--- src/rtl/core/xbr_pkg.sv ---
// ----------------------------------------------------------------------------
// xbr_pkg: shared types and constants of the x86 branch resolver
// Opcodes, class codes, beat layouts and the condition code helper.
// ----------------------------------------------------------------------------
package xbr_pkg;

  // beat widths
  localparam int unsigned InDataW  = 320;
  localparam int unsigned OutDataW = 240;

  // opcodes
  localparam logic [7:0] OP_CALL_REL32 = 8'hE8;
  localparam logic [7:0] OP_JMP_REL32  = 8'hE9;
  localparam logic [7:0] OP_JMP_REL8   = 8'hEB;
  localparam logic [7:0] OP_LOOP       = 8'hE2;
  localparam logic [7:0] OP_LOOPNE     = 8'hE0;
  localparam logic [7:0] OP_LOOPE      = 8'hE1;
  localparam logic [7:0] OP_RET_IMM    = 8'hC2;
  localparam logic [7:0] OP_RET        = 8'hC3;
  localparam logic [7:0] OP_JCXZ       = 8'hE3;
  localparam logic [7:0] OP_TWO_BYTE   = 8'h0F;
  localparam logic [7:0] OP_GRP5       = 8'hFF;
  localparam logic [7:0] PFX_ADDR      = 8'h67;
  localparam logic [7:0] PFX_OPND      = 8'h66;
  localparam logic [3:0] JCC_SHORT_HI  = 4'h7;
  localparam logic [3:0] JCC_NEAR_HI   = 4'h8;
  localparam logic [2:0] GRP5_CALL     = 3'd2;
  localparam logic [2:0] GRP5_JMP      = 3'd4;
  localparam logic [3:0] RET_IMM_LEN   = 4'd3;

  // eflags bit positions
  localparam int unsigned FlagCf = 0;
  localparam int unsigned FlagPf = 2;
  localparam int unsigned FlagZf = 6;
  localparam int unsigned FlagSf = 7;
  localparam int unsigned FlagOf = 11;

  // register indexes of the config port
  localparam logic CFG_CODE_BASE = 1'b0;
  localparam logic CFG_CODE_SIZE = 1'b1;

  typedef enum logic [3:0] {
    CLS_GENERIC   = 4'd0,
    CLS_CALL_DIR  = 4'd1,
    CLS_CALL_IND  = 4'd2,
    CLS_JMP_IND   = 4'd3,
    CLS_JMP32     = 4'd4,
    CLS_JMP8      = 4'd5,
    CLS_LOOP      = 4'd6,
    CLS_LOOPNE    = 4'd7,
    CLS_LOOPE     = 4'd8,
    CLS_RET       = 4'd9,
    CLS_JCC       = 4'd10
  } instr_class_t;

  typedef struct packed {
    logic [47:0] instr_bytes;
    logic [3:0]  instr_length;
    logic [11:0] flags_word;
    logic [63:0] count_reg;
    logic [63:0] stack_ptr;
    logic [63:0] stack_top;
    logic [63:0] modrm_reg_value;
  } xbr_item_t;

  typedef struct packed {
    instr_class_t instr_class;
    logic         handled_here;
    logic         branch_taken;
    logic [31:0]  next_offset;
    logic [63:0]  new_count_reg;
    logic [63:0]  new_stack_ptr;
    logic         push_valid;
    logic [63:0]  push_value;
    logic         target_in_code;
    logic         unsupported;
  } xbr_result_t;

  // code window as seen by the resolver
  typedef struct packed {
    logic [63:0] code_base;
    logic [63:0] code_limit;
  } xbr_cfg_t;

  function automatic logic [31:0] sext8(input logic [7:0] v);
    return {{24{v[7]}}, v};
  endfunction

  // x86 condition code evaluation, low bit inverts
  function automatic logic cond_code(input logic [3:0] c, input logic [11:0] fl);
    logic r;
    case (c[3:1])
      3'd0: r = fl[FlagOf];
      3'd1: r = fl[FlagCf];
      3'd2: r = fl[FlagZf];
      3'd3: r = fl[FlagCf] | fl[FlagZf];
      3'd4: r = fl[FlagSf];
      3'd5: r = fl[FlagPf];
      3'd6: r = fl[FlagSf] ^ fl[FlagOf];
      default: r = fl[FlagZf] | (fl[FlagSf] ^ fl[FlagOf]);
    endcase
    return c[0] ? ~r : r;
  endfunction

endpackage

--- src/rtl/core/x86_branch_resolver_top.sv ---
// ----------------------------------------------------------------------------
// x86_branch_resolver_top: branch resolver for stepped x86-64 code
// Input register, resolve logic with the offset register, output register.
// ----------------------------------------------------------------------------
// Usage:
//   in_*  : one decoded instruction per beat with its flags, RCX, RSP,
//           stack top value and ModRM register value.
//   out_* : one result beat per instruction, in order.
//   cfg_* : code base (index 0) and code size (index 1); write while idle.
// Path: a beat taken on in_* is written to the input register, resolved, and
//   then written to the output register that drives out_tvalid and out_tdata.
// Throughput: one instruction per cycle while out_tready is high; the code
//   offset register is updated in the cycle an instruction leaves the input
//   register, so the next instruction sees it right away. The longest path is
//   a 64-bit compare against the window bound and the three-input offset add.
// Reset (rst_n low, synchronous): both stages empty, code offset, base and
//   size cleared.
// Receiver stall: a result holds on out_tdata while out_tready is low; one
//   more instruction is held in the input register, then in_tready drops.
// ----------------------------------------------------------------------------
module x86_branch_resolver_top (
  input  logic                          clk,
  input  logic                          rst_n,
  // instr_bytes, instr_length, flags_word, count_reg, stack_ptr,
  // stack_top, modrm_reg_value (low to high)
  input  logic                          in_tvalid,
  output logic                          in_tready,
  input  logic [xbr_pkg::InDataW-1:0]   in_tdata,
  // instr_class, handled_here, branch_taken, next_offset, new_count_reg,
  // new_stack_ptr, push_valid, push_value, target_in_code, unsupported,
  // zero fill (low to high)
  output logic                          out_tvalid,
  input  logic                          out_tready,
  output logic [xbr_pkg::OutDataW-1:0]  out_tdata,
  input  logic                          cfg_we,
  input  logic                          cfg_index,
  input  logic [63:0]                   cfg_wdata
);
  import xbr_pkg::*;

  xbr_cfg_t    cfg;
  xbr_item_t   item_r;
  xbr_result_t res;
  logic        s1_valid_r, s1_valid_nxt;
  logic        out_valid_r, out_valid_nxt;
  logic [31:0] offset_r;
  logic [OutDataW-1:0] out_data_r;
  logic        in_fire, s1_go;

  xbr_cfg_regs u_cfg (
    .clk       (clk),
    .rst_n     (rst_n),
    .cfg_we    (cfg_we),
    .cfg_index (cfg_index),
    .cfg_wdata (cfg_wdata),
    .cfg_o     (cfg)
  );

  xbr_resolve u_resolve (
    .item_i   (item_r),
    .offset_i (offset_r),
    .cfg_i    (cfg),
    .res_o    (res)
  );

  // handshake
  assign s1_go     = s1_valid_r && (!out_valid_r || out_tready);
  assign in_tready = !s1_valid_r || s1_go;
  assign in_fire   = in_tvalid && in_tready;

  always_comb begin
    s1_valid_nxt  = in_fire ? 1'b1 : (s1_go ? 1'b0 : s1_valid_r);
    out_valid_nxt = s1_go ? 1'b1 : (out_tready ? 1'b0 : out_valid_r);
  end

  // control state and code offset
  always_ff @(posedge clk) begin
    if (!rst_n) begin
      s1_valid_r  <= 1'b0;
      out_valid_r <= 1'b0;
      offset_r    <= '0;
    end else begin
      s1_valid_r  <= s1_valid_nxt;
      out_valid_r <= out_valid_nxt;
      if (s1_go) begin
        offset_r <= res.next_offset;
      end
    end
  end

  // input register
  always_ff @(posedge clk) begin
    if (in_fire) begin
      item_r.instr_bytes     <= in_tdata[47:0];
      item_r.instr_length    <= in_tdata[51:48];
      item_r.flags_word      <= in_tdata[63:52];
      item_r.count_reg       <= in_tdata[127:64];
      item_r.stack_ptr       <= in_tdata[191:128];
      item_r.stack_top       <= in_tdata[255:192];
      item_r.modrm_reg_value <= in_tdata[319:256];
    end
  end

  // output register
  always_ff @(posedge clk) begin
    if (s1_go) begin
      out_data_r <= {7'd0,
                     res.unsupported,
                     res.target_in_code,
                     res.push_value,
                     res.push_valid,
                     res.new_stack_ptr,
                     res.new_count_reg,
                     res.next_offset,
                     res.branch_taken,
                     res.handled_here,
                     res.instr_class};
    end
  end

  assign out_tvalid = out_valid_r;
  assign out_tdata  = out_data_r;

endmodule

--- src/rtl/core/xbr_cfg_regs.sv ---
// ----------------------------------------------------------------------------
// xbr_cfg_regs: code window registers
// Holds code base and size and keeps the inclusive upper bound ready.
// ----------------------------------------------------------------------------
module xbr_cfg_regs (
  input  logic                  clk,
  input  logic                  rst_n,
  input  logic                  cfg_we,
  input  logic                  cfg_index,
  input  logic [63:0]           cfg_wdata,
  output xbr_pkg::xbr_cfg_t     cfg_o
);
  import xbr_pkg::*;

  logic [63:0] code_base_r;
  logic [31:0] code_size_r;
  logic [63:0] code_limit_r;

  // register writes, bound follows in the same edge
  always_ff @(posedge clk) begin
    if (!rst_n) begin
      code_base_r  <= '0;
      code_size_r  <= '0;
      code_limit_r <= '0;
    end else if (cfg_we) begin
      case (cfg_index)
        CFG_CODE_BASE: begin
          code_base_r  <= cfg_wdata;
          code_limit_r <= cfg_wdata + {32'd0, code_size_r};
        end
        CFG_CODE_SIZE: begin
          code_size_r  <= cfg_wdata[31:0];
          code_limit_r <= code_base_r + {32'd0, cfg_wdata[31:0]};
        end
        default: ;
      endcase
    end
  end

  assign cfg_o.code_base  = code_base_r;
  assign cfg_o.code_limit = code_limit_r;

endmodule

--- src/rtl/core/xbr_resolve.sv ---
// ----------------------------------------------------------------------------
// xbr_resolve: instruction classification and target resolution
// Decodes one instruction against the current offset and computes its result.
// ----------------------------------------------------------------------------
module xbr_resolve (
  input  xbr_pkg::xbr_item_t    item_i,
  input  logic [31:0]           offset_i,
  input  xbr_pkg::xbr_cfg_t     cfg_i,
  output xbr_pkg::xbr_result_t  res_o
);
  import xbr_pkg::*;

  logic [7:0]  b0, b1, b2;
  logic [31:0] seq;
  logic [32:0] off_len;
  logic [63:0] ret_addr;
  logic [31:0] disp32_b1, disp32_b2;
  logic [31:0] top_rel, rv_rel;
  logic [2:0]  modrm_reg;
  logic        rv_in;
  logic        is_jcc_short, is_jcc_near, is_cxz;
  logic        cxz_taken;
  logic [31:0] jcc_rel;
  logic        jcc_taken;
  logic [63:0] ret_pop;

  // byte fields and common sums
  assign b0        = item_i.instr_bytes[7:0];
  assign b1        = item_i.instr_bytes[15:8];
  assign b2        = item_i.instr_bytes[23:16];
  assign disp32_b1 = item_i.instr_bytes[39:8];
  assign disp32_b2 = item_i.instr_bytes[47:16];
  assign seq       = offset_i + {28'd0, item_i.instr_length};
  assign off_len   = {1'b0, offset_i} + {29'd0, item_i.instr_length};
  assign ret_addr  = cfg_i.code_base + {31'd0, off_len};
  assign top_rel   = item_i.stack_top[31:0] - cfg_i.code_base[31:0];
  assign rv_rel    = item_i.modrm_reg_value[31:0] - cfg_i.code_base[31:0];
  assign modrm_reg = b1[5:3];
  assign rv_in     = (item_i.modrm_reg_value >= cfg_i.code_base) &&
                     (item_i.modrm_reg_value <= cfg_i.code_limit);

  // conditional jump forms
  assign is_jcc_short = (b0[7:4] == JCC_SHORT_HI);
  assign is_jcc_near  = (b0 == OP_TWO_BYTE) && (b1[7:4] == JCC_NEAR_HI);
  assign is_cxz       = (b0 == OP_JCXZ) ||
                        (((b0 == PFX_ADDR) || (b0 == PFX_OPND)) && (b1 == OP_JCXZ));
  assign cxz_taken    = (b0 == PFX_ADDR) ? (item_i.count_reg[31:0] == 32'd0)
                                         : (item_i.count_reg == 64'd0);

  always_comb begin
    jcc_rel   = sext8(b2);
    jcc_taken = cxz_taken;
    if (is_jcc_short) begin
      jcc_rel   = sext8(b1);
      jcc_taken = cond_code(b0[3:0], item_i.flags_word);
    end else if (is_jcc_near) begin
      jcc_rel   = disp32_b2;
      jcc_taken = cond_code(b1[3:0], item_i.flags_word);
    end else if (b0 == OP_JCXZ) begin
      jcc_rel   = sext8(b1);
    end
  end

  // ret immediate pop only for the three byte form
  assign ret_pop = ((b0 == OP_RET_IMM) && (item_i.instr_length == RET_IMM_LEN))
                   ? {48'd0, b2, b1} : 64'd0;

  // result selection in decode priority
  always_comb begin
    res_o.instr_class    = CLS_GENERIC;
    res_o.handled_here   = 1'b0;
    res_o.branch_taken   = 1'b0;
    res_o.next_offset    = seq;
    res_o.new_count_reg  = item_i.count_reg;
    res_o.new_stack_ptr  = item_i.stack_ptr;
    res_o.push_valid     = 1'b0;
    res_o.push_value     = 64'd0;
    res_o.target_in_code = 1'b0;
    res_o.unsupported    = 1'b0;
    if (b0 == OP_CALL_REL32) begin
      res_o.instr_class   = CLS_CALL_DIR;
      res_o.handled_here  = 1'b1;
      res_o.new_stack_ptr = item_i.stack_ptr - 64'd8;
      res_o.push_valid    = 1'b1;
      res_o.push_value    = ret_addr;
      res_o.next_offset   = seq + disp32_b1;
    end else if (b0 == OP_JMP_REL32) begin
      res_o.instr_class   = CLS_JMP32;
      res_o.handled_here  = 1'b1;
      res_o.next_offset   = seq + disp32_b1;
    end else if (b0 == OP_JMP_REL8) begin
      res_o.instr_class   = CLS_JMP8;
      res_o.handled_here  = 1'b1;
      res_o.next_offset   = seq + sext8(b1);
    end else if (b0 == OP_LOOP) begin
      res_o.instr_class   = CLS_LOOP;
      res_o.handled_here  = 1'b1;
      res_o.new_count_reg = item_i.count_reg - 64'd1;
      res_o.branch_taken  = (item_i.count_reg != 64'd1);
      res_o.next_offset   = (item_i.count_reg != 64'd1) ? seq + sext8(b1) : seq;
    end else if ((b0 == OP_LOOPNE) || (b0 == OP_LOOPE)) begin
      res_o.instr_class   = (b0 == OP_LOOPNE) ? CLS_LOOPNE : CLS_LOOPE;
      res_o.unsupported   = 1'b1;
      res_o.next_offset   = offset_i;
    end else if ((b0 == OP_RET_IMM) || (b0 == OP_RET)) begin
      res_o.instr_class   = CLS_RET;
      res_o.handled_here  = 1'b1;
      res_o.new_stack_ptr = item_i.stack_ptr + 64'd8 + ret_pop;
      res_o.next_offset   = top_rel;
    end else if (is_jcc_short || is_jcc_near || is_cxz) begin
      res_o.instr_class   = CLS_JCC;
      res_o.handled_here  = 1'b1;
      res_o.branch_taken  = jcc_taken;
      res_o.next_offset   = jcc_taken ? seq + jcc_rel : seq;
    end else if ((b0 == OP_GRP5) && ((modrm_reg == GRP5_CALL) || (modrm_reg == GRP5_JMP))) begin
      res_o.instr_class    = (modrm_reg == GRP5_CALL) ? CLS_CALL_IND : CLS_JMP_IND;
      res_o.target_in_code = rv_in;
      if (rv_in) begin
        res_o.next_offset = rv_rel;
        if (modrm_reg == GRP5_CALL) begin
          res_o.new_stack_ptr = item_i.stack_ptr - 64'd8;
          res_o.push_valid    = 1'b1;
          res_o.push_value    = ret_addr;
        end
      end else if (modrm_reg == GRP5_JMP) begin
        // jump out of the window returns to the caller
        res_o.next_offset = top_rel;
      end
    end
  end

endmodule
--- config.mk ---
export PLATFORM = sky130hd
export DESIGN_NAME = x86_branch_resolver_top
export DESIGN_NICKNAME = d
export VERILOG_FILES = /design/src/rtl/core/xbr_pkg.sv /design/src/rtl/core/x86_branch_resolver_top.sv /design/src/rtl/core/xbr_cfg_regs.sv /design/src/rtl/core/xbr_resolve.sv
export SDC_FILE = /design/constraint.sdc
export NUM_CORES = 2
export LEC_CHECK = 0
export BUFFER_PORTS_ARGS = -buffer_cell sky130_fd_sc_hd__buf_2
export CORE_MARGIN = 5
export CORE_UTILIZATION = 30
export DETAILED_ROUTE_END_ITERATION = 12
export PLACE_DENSITY = 0.56
export SLEW_MARGIN = 30
export SYNTH_ARGS = -nofsm -noshare
export SYNTH_HDL_FRONTEND = slang
export SYNTH_SLANG_ARGS = --single-unit
--- constraint.sdc ---
create_clock -name clk -period 10.8 [get_ports clk]
set_input_delay 2.16 -clock clk [delete_from_list [all_inputs] [get_ports clk]]
set_output_delay 2.16 -clock clk [all_outputs]
set_load 0.1 [all_outputs]
======== Word-level counts from Yosys, hierarchy flattened ========
Index checks and enable logic that the tools add are counted.
word-level totals
  flip-flop bits (word level) ............. 715
  bits of input ports ..................... 390
  output and inout bits ................... 242
  word-level logic and storage cells ...... 162
operators by class
  $add $sub $neg .......................... 14
  $lt $le $gt $ge ......................... 2
  equal/unequal tests ..................... 32
  multiplexer cells ....................... 60
  bitwise logic cells ..................... 7
  reduce and logical (&&, ||, !) cells .... 29
operators with widths
  operator                                                count
  two-way mux 32 bit                                      14
  two-way mux 130 bit                                     3
  two-way mux 195 bit                                     2
  two-way mux 129 bit                                     3
  two-way mux 64 bit                                      3
  two-way mux 131 bit                                     1
  adder 64 x 32 -> 64 bit                                 2
  one-hot mux 64 bit (2 select lines)                     1
  adder 32 bit                                            3
  == test 8 bit, second input constant                    11
  two-way mux 66 bit                                      1
  adder 64 x 33 -> 64 bit                                 1
  adder 64 x 4 -> 64 bit, second input constant           1
  adder 64 bit                                            1
  >= comparator 64 bit                                    1
  less-or-equal comparator 64 bit                         1
  logical NOT 64 bit                                      1
  inequality test 64 x 1 -> 1 bit, second input constant  1
  subtractor 32 bit                                       2
  subtractor 64 x 1 -> 64 bit, second input constant      1
  subtractor 64 x 4 -> 64 bit, second input constant      1
  two-way mux 37 bit                                      1
  adder 32 x 4 -> 33 bit                                  1
  adder 32 x 4 -> 32 bit                                  1
  27 further kinds                                        86

======== Longest topological paths before layout ========
  depth in word-level cells ............... 20
  gate-level depth with buffers ........... 23
  depth with buffers taken out ............ 21

======== By module ========
A second synthesis with hierarchy kept.
unflattened totals
  cell total of the unflattened synthesis .. 5,297
  area total of the unflattened synthesis .. 49,810.3 µm²
by module, submodules not included
  module                   times used  cells an instance  area an instance (µm²)  sequential area each (µm²)
  xbr_resolve              1           3,182              21,204.1                0.0
  x86_branch_resolver_top  1           709                18,058.6                17,286.6
  xbr_cfg_regs             1           1,406              10,547.6                3,203.1

======== Worst setup path before layout ========
No wires, ideal clock.
  path type ............................... in2reg
  start point ............................. in out_tready
  end point ............................... reg out_data_r[0] (netlist: out_tdata[0]), enable pin
  library setup time ...................... 689 ps
  arrival time ............................ 9,379 ps
  required time ........................... 10,111 ps
  slack ................................... 732 ps
  stages on the path ...................... 6
  buffers on the path ..................... 3
  cell sequence ........................... nor2b_1 -> nand2b_1 -> clkbuf_1 -> inv_1 -> clkbuf_1 -> clkbuf_1
between the ends
  word-level cells in the longest chain between the ends .. 2
RTL lines
  element               line                            text
  start, declared       x86_branch_resolver_top.sv:33   input logic out_tready,
  logical OR 1 bit      x86_branch_resolver_top.sv:67   assign s1_go = s1_valid_r && (!out_valid_r || out_tready);
  logical AND 1 bit     x86_branch_resolver_top.sv:67
  end signal, assigned  x86_branch_resolver_top.sv:107  out_data_r <= {7'd0,
  end, declared         x86_branch_resolver_top.sv:47   logic [OutDataW-1:0] out_data_r;
Every way passes these cells.
A chain may end at the register's enable or synchronous reset.

==> results.cfg <==
[run_status]
outcome = finished, final reports clean

[clocking]
clock_sinks = 708
h-tree-depth = 3
holdBufCountCts = 0
cts_buffer_depth = 3
cts_tree = done
insertion_delay_ns = 0.75
cts-buffers-inserted = 89
cts_root_buffer = clkbuf_16
ctsResizeCount = 0
cts_setup_buffers = 0
path_clk_slew_ns = 0.07

[logic_synthesis]
synth_edf_count = 514
ys_async_sr_fraction_pct = 0
yosys_most_used_dff = edfxtp_1
syn-instance-count = 5311
yosysUniqueCellTypes = 103
ys_seq_elements = 708
yosysWarnings = 0
avgSynthCellArea_sq_um = 9.128
syn_area_sq_um = 48480
yosysSeqAreaShare_pct = 39.85

[floorplanning]
ios = 632
die_h_microns = 412.0
dieArea_sq_um = 169700
num_rows = 147
start_util_pct = 30.19
die_x_microns = 412.0
core_area_sq_um = 160600

[final_layout]
multiInputGateArea_sq_um = 27450
final_cell_mix = 585 x buf_2, 570 x nand2_1, 514 x edfxtp_1
mostFrequentLayoutCell = buf_2
fillers = 16480
regArea_sq_um = 19320
utilization_pct = 35.47
synthToLayoutAreaGrowth_pct = 17.49
final_area_sq_um = 56960
drive_gt1_share_pct = 15.00
nets = 6665

[pwr]
power.density_nw_per_um2 = 137.4
p_clk_share_pct = 38.5
power_frac_seq_pct = 41.1
p_switching_w = 0.002549
internal_power_w = 0.005277
power_leakage_nw = 22.84
comb_power_share_pct = 20.4
switching_share_pct = 32.57
peakVddDrop_mv = 0.1196

[setup_path]
r2r_cells = 20
path_max_fanout = 8
crit_path_end_kind = flip-flop
crit_path_start_kind = flip-flop
cp.arrival_ns = 6.92
cp-startpoint = item_r[268]$_DFFE_PP_
reg2reg_to = out_tdata[35]$_DFFE_PP_
crit_required_ns = 11.27
rrSetupSlack_ns = 4.36
rr_startpoint = item_r[268]$_DFFE_PP_
path_class = reg2reg

[timing]
worst_pin_slew_ns = 0.9649
drv_slew = 0
finalHoldViolCount = 0
skew_ns = 0.07371
timing.fmax_ghz = 0.1552
fin_crit_ns = 6.442
tns_ns = 0
setup-violations-final = 0
setup_slack_ns = 4.358
fin_crit_sh_pct = 59.65
holdWs_ns = 0.4596
slew-limit-headroom_pct = 35.68
rsz0062_at_grt = no

[detailed_routing]
drt_iter0_drc = 4522
drcViolationCount = 0
postRouteAntennaNets = 0
routed_wl_mm = 192.8
avgViaCountPerCell = 5.405
wl_per_cell_microns = 23.74
drt-pass1-iter-count = 8
vias = 43910

[global_routing]
grt_antenna_before_repair = 70
grt-ovfl-total = 0
track_usage_pct = 21.58
grt_pass1_wl_mm = 273.8
grt_max_degree = 142
grt_pass1_vias = 41070

[job]
drv_cap = 0

[placement]
gp_congestion = 0.9293
hpwl_mm = 148.8
place_ws_ns = 4.255
port_buffers = 585
dpl_cell_area_sq_um = 53910

[hold_path]
min-delay-start = u_cfg.code_size_r[30]$_SDFFE_PN0P_
holdPathStages = 2
hp-class = reg2reg
min_to = u_cfg.code_size_r[30]$_SDFFE_PN0P_
[layout make-up]
class	count	share of cell area, %
Antenna cell	37	0.1625
Clock inverter	54	1.096
Timing Repair Buffer	650	6.067
Clock buffer	108	4.035
Inverter	268	1.784
Tap cell	2160	4.745
Multi-Input combinational cell	4139	48.20
Sequential cell	708	33.92
[flip-flops by register name (all words and copies together) (netlist names)]
register,cells
item_r,281
out_tdata,233
u_cfg.code_base_r,64
u_cfg.code_limit_r,64
offset_r,32
u_cfg.code_size_r,32
out_tvalid,1
s1_valid_r,1
[stage by stage]
| stage | std cells | power [W] |
|---|---|---|
| 4_1_cts | 8086 | 0.007904 |
| 2_1_floorplan | 5317 | 0.004375 |
| 6_report | 8124 | 0.007826 |
| 5_1_grt | 8112 | 0.008169 |
| 3_5_place_dp | 7924 | 0.004848 |
| 3_3_place_gp | 7924 | 0.004834 |
[worst max-delay path: stages, from the launching register on]
cell and delay [ns]:
edfxtp_1 0.45, ha_1 0.26, fa_1 0.41, a21o_1 0.18, a21oi_1 0.72, nor2_1 0.12, nand2_1 0.12, xor2_1 0.30
inv_1 0.19, ha_1 0.41, a21o_1 0.20, a21o_1 0.17, a21oi_1 0.21, o21ai_0 0.18, a221o_1 0.36, o31ai_2 0.58
o41ai_1 0.21, a31oi_1 0.25, xnor2_1 0.22, a211oi_1 0.13, o311ai_1 0.50
[metal layers]
layer	track usage, %	vias to the layer above	routed length, microns
met5	0	-	48
met4	9.146	8	7584
met3	3.351	361	14400
met2	34.51	1863	87860
met1	29.03	21020	82940
li1	-	20670	-
[cells in the mapped netlist, drive strengths merged (15+ instances only)]
master | number | area (sq um)
edfxtp | 514 | 15430
mux2i | 23 | 230.2
and3 | 50 | 312.8
nand3 | 125 | 625.6
a31oi | 55 | 359.1
xor2 | 174 | 1524
o21ai | 326 | 1632
nand4 | 68 | 446.7
xnor2 | 248 | 2172
nand2b | 54 | 337.8
or3 | 50 | 327.8
o21a | 42 | 315.3
o221ai | 20 | 181.4
or2 | 22 | 140.1
a221o | 15 | 150.1
a21o | 146 | 1096
nor3 | 137 | 710.7
nor4 | 32 | 234.0
o21bai | 32 | 240.2
ha | 406 | 5080
inv | 268 | 1006
a21oi | 510 | 2556
nor2 | 444 | 1679
and2 | 38 | 237.7
clkbuf | 160 | 600.6
o22ai | 27 | 168.9
dfxtp | 194 | 3884
o211ai | 26 | 195.2
nand2 | 574 | 2162
o31ai | 39 | 297.8
nor2b | 50 | 312.8
or4 | 24 | 191.4
a211oi | 83 | 623.1
buf | 42 | 214.0
a221oi | 22 | 192.7
[worst max path at each step]
stage	to	slack, ns	cells after the start
after global routing	offset_r[31]$_SDFFE_PN0P_	4.06	19
after CTS	out_tdata[35]$_DFFE_PP_	4.44	20
final	out_tdata[35]$_DFFE_PP_	4.36	20
after global placement	u_cfg.code_limit_r[55]$_SDFFE_PN0P_	3.85	14
after detailed placement	u_cfg.code_limit_r[43]$_SDFFE_PN0P_	4.26	14
after floorplan	out_tdata[0]$_SDFFCE_PP1P_	0.73	6
[logic make-up after synthesis]
logic type / Yosys count / share of synthesized area [%]
buf+inv: 470 / 3.755
other cells: 1 / 0.007735
mux: 36 / 0.7768
flops: 708 / 39.85
xor+xnor: 422 / 7.624
compound gates: 1534 / 20.08
simple gates: 1721 / 16.89
fa+ha+maj: 419 / 11.02
[power by group through the flow]
stage / logic, W / clock network [W] / registers [W]
final: 0.00160 / 0.00301 / 0.00322
after global routing: 0.00173 / 0.00321 / 0.00323
after CTS: 0.00159 / 0.00310 / 0.00322
after detailed placement: 0.00158 / 0 / 0.00327
after global placement: 0.00156 / 0 / 0.00327
after floorplan: 0.000889 / 0 / 0.00349
Power figures use the tool's default switching activity.
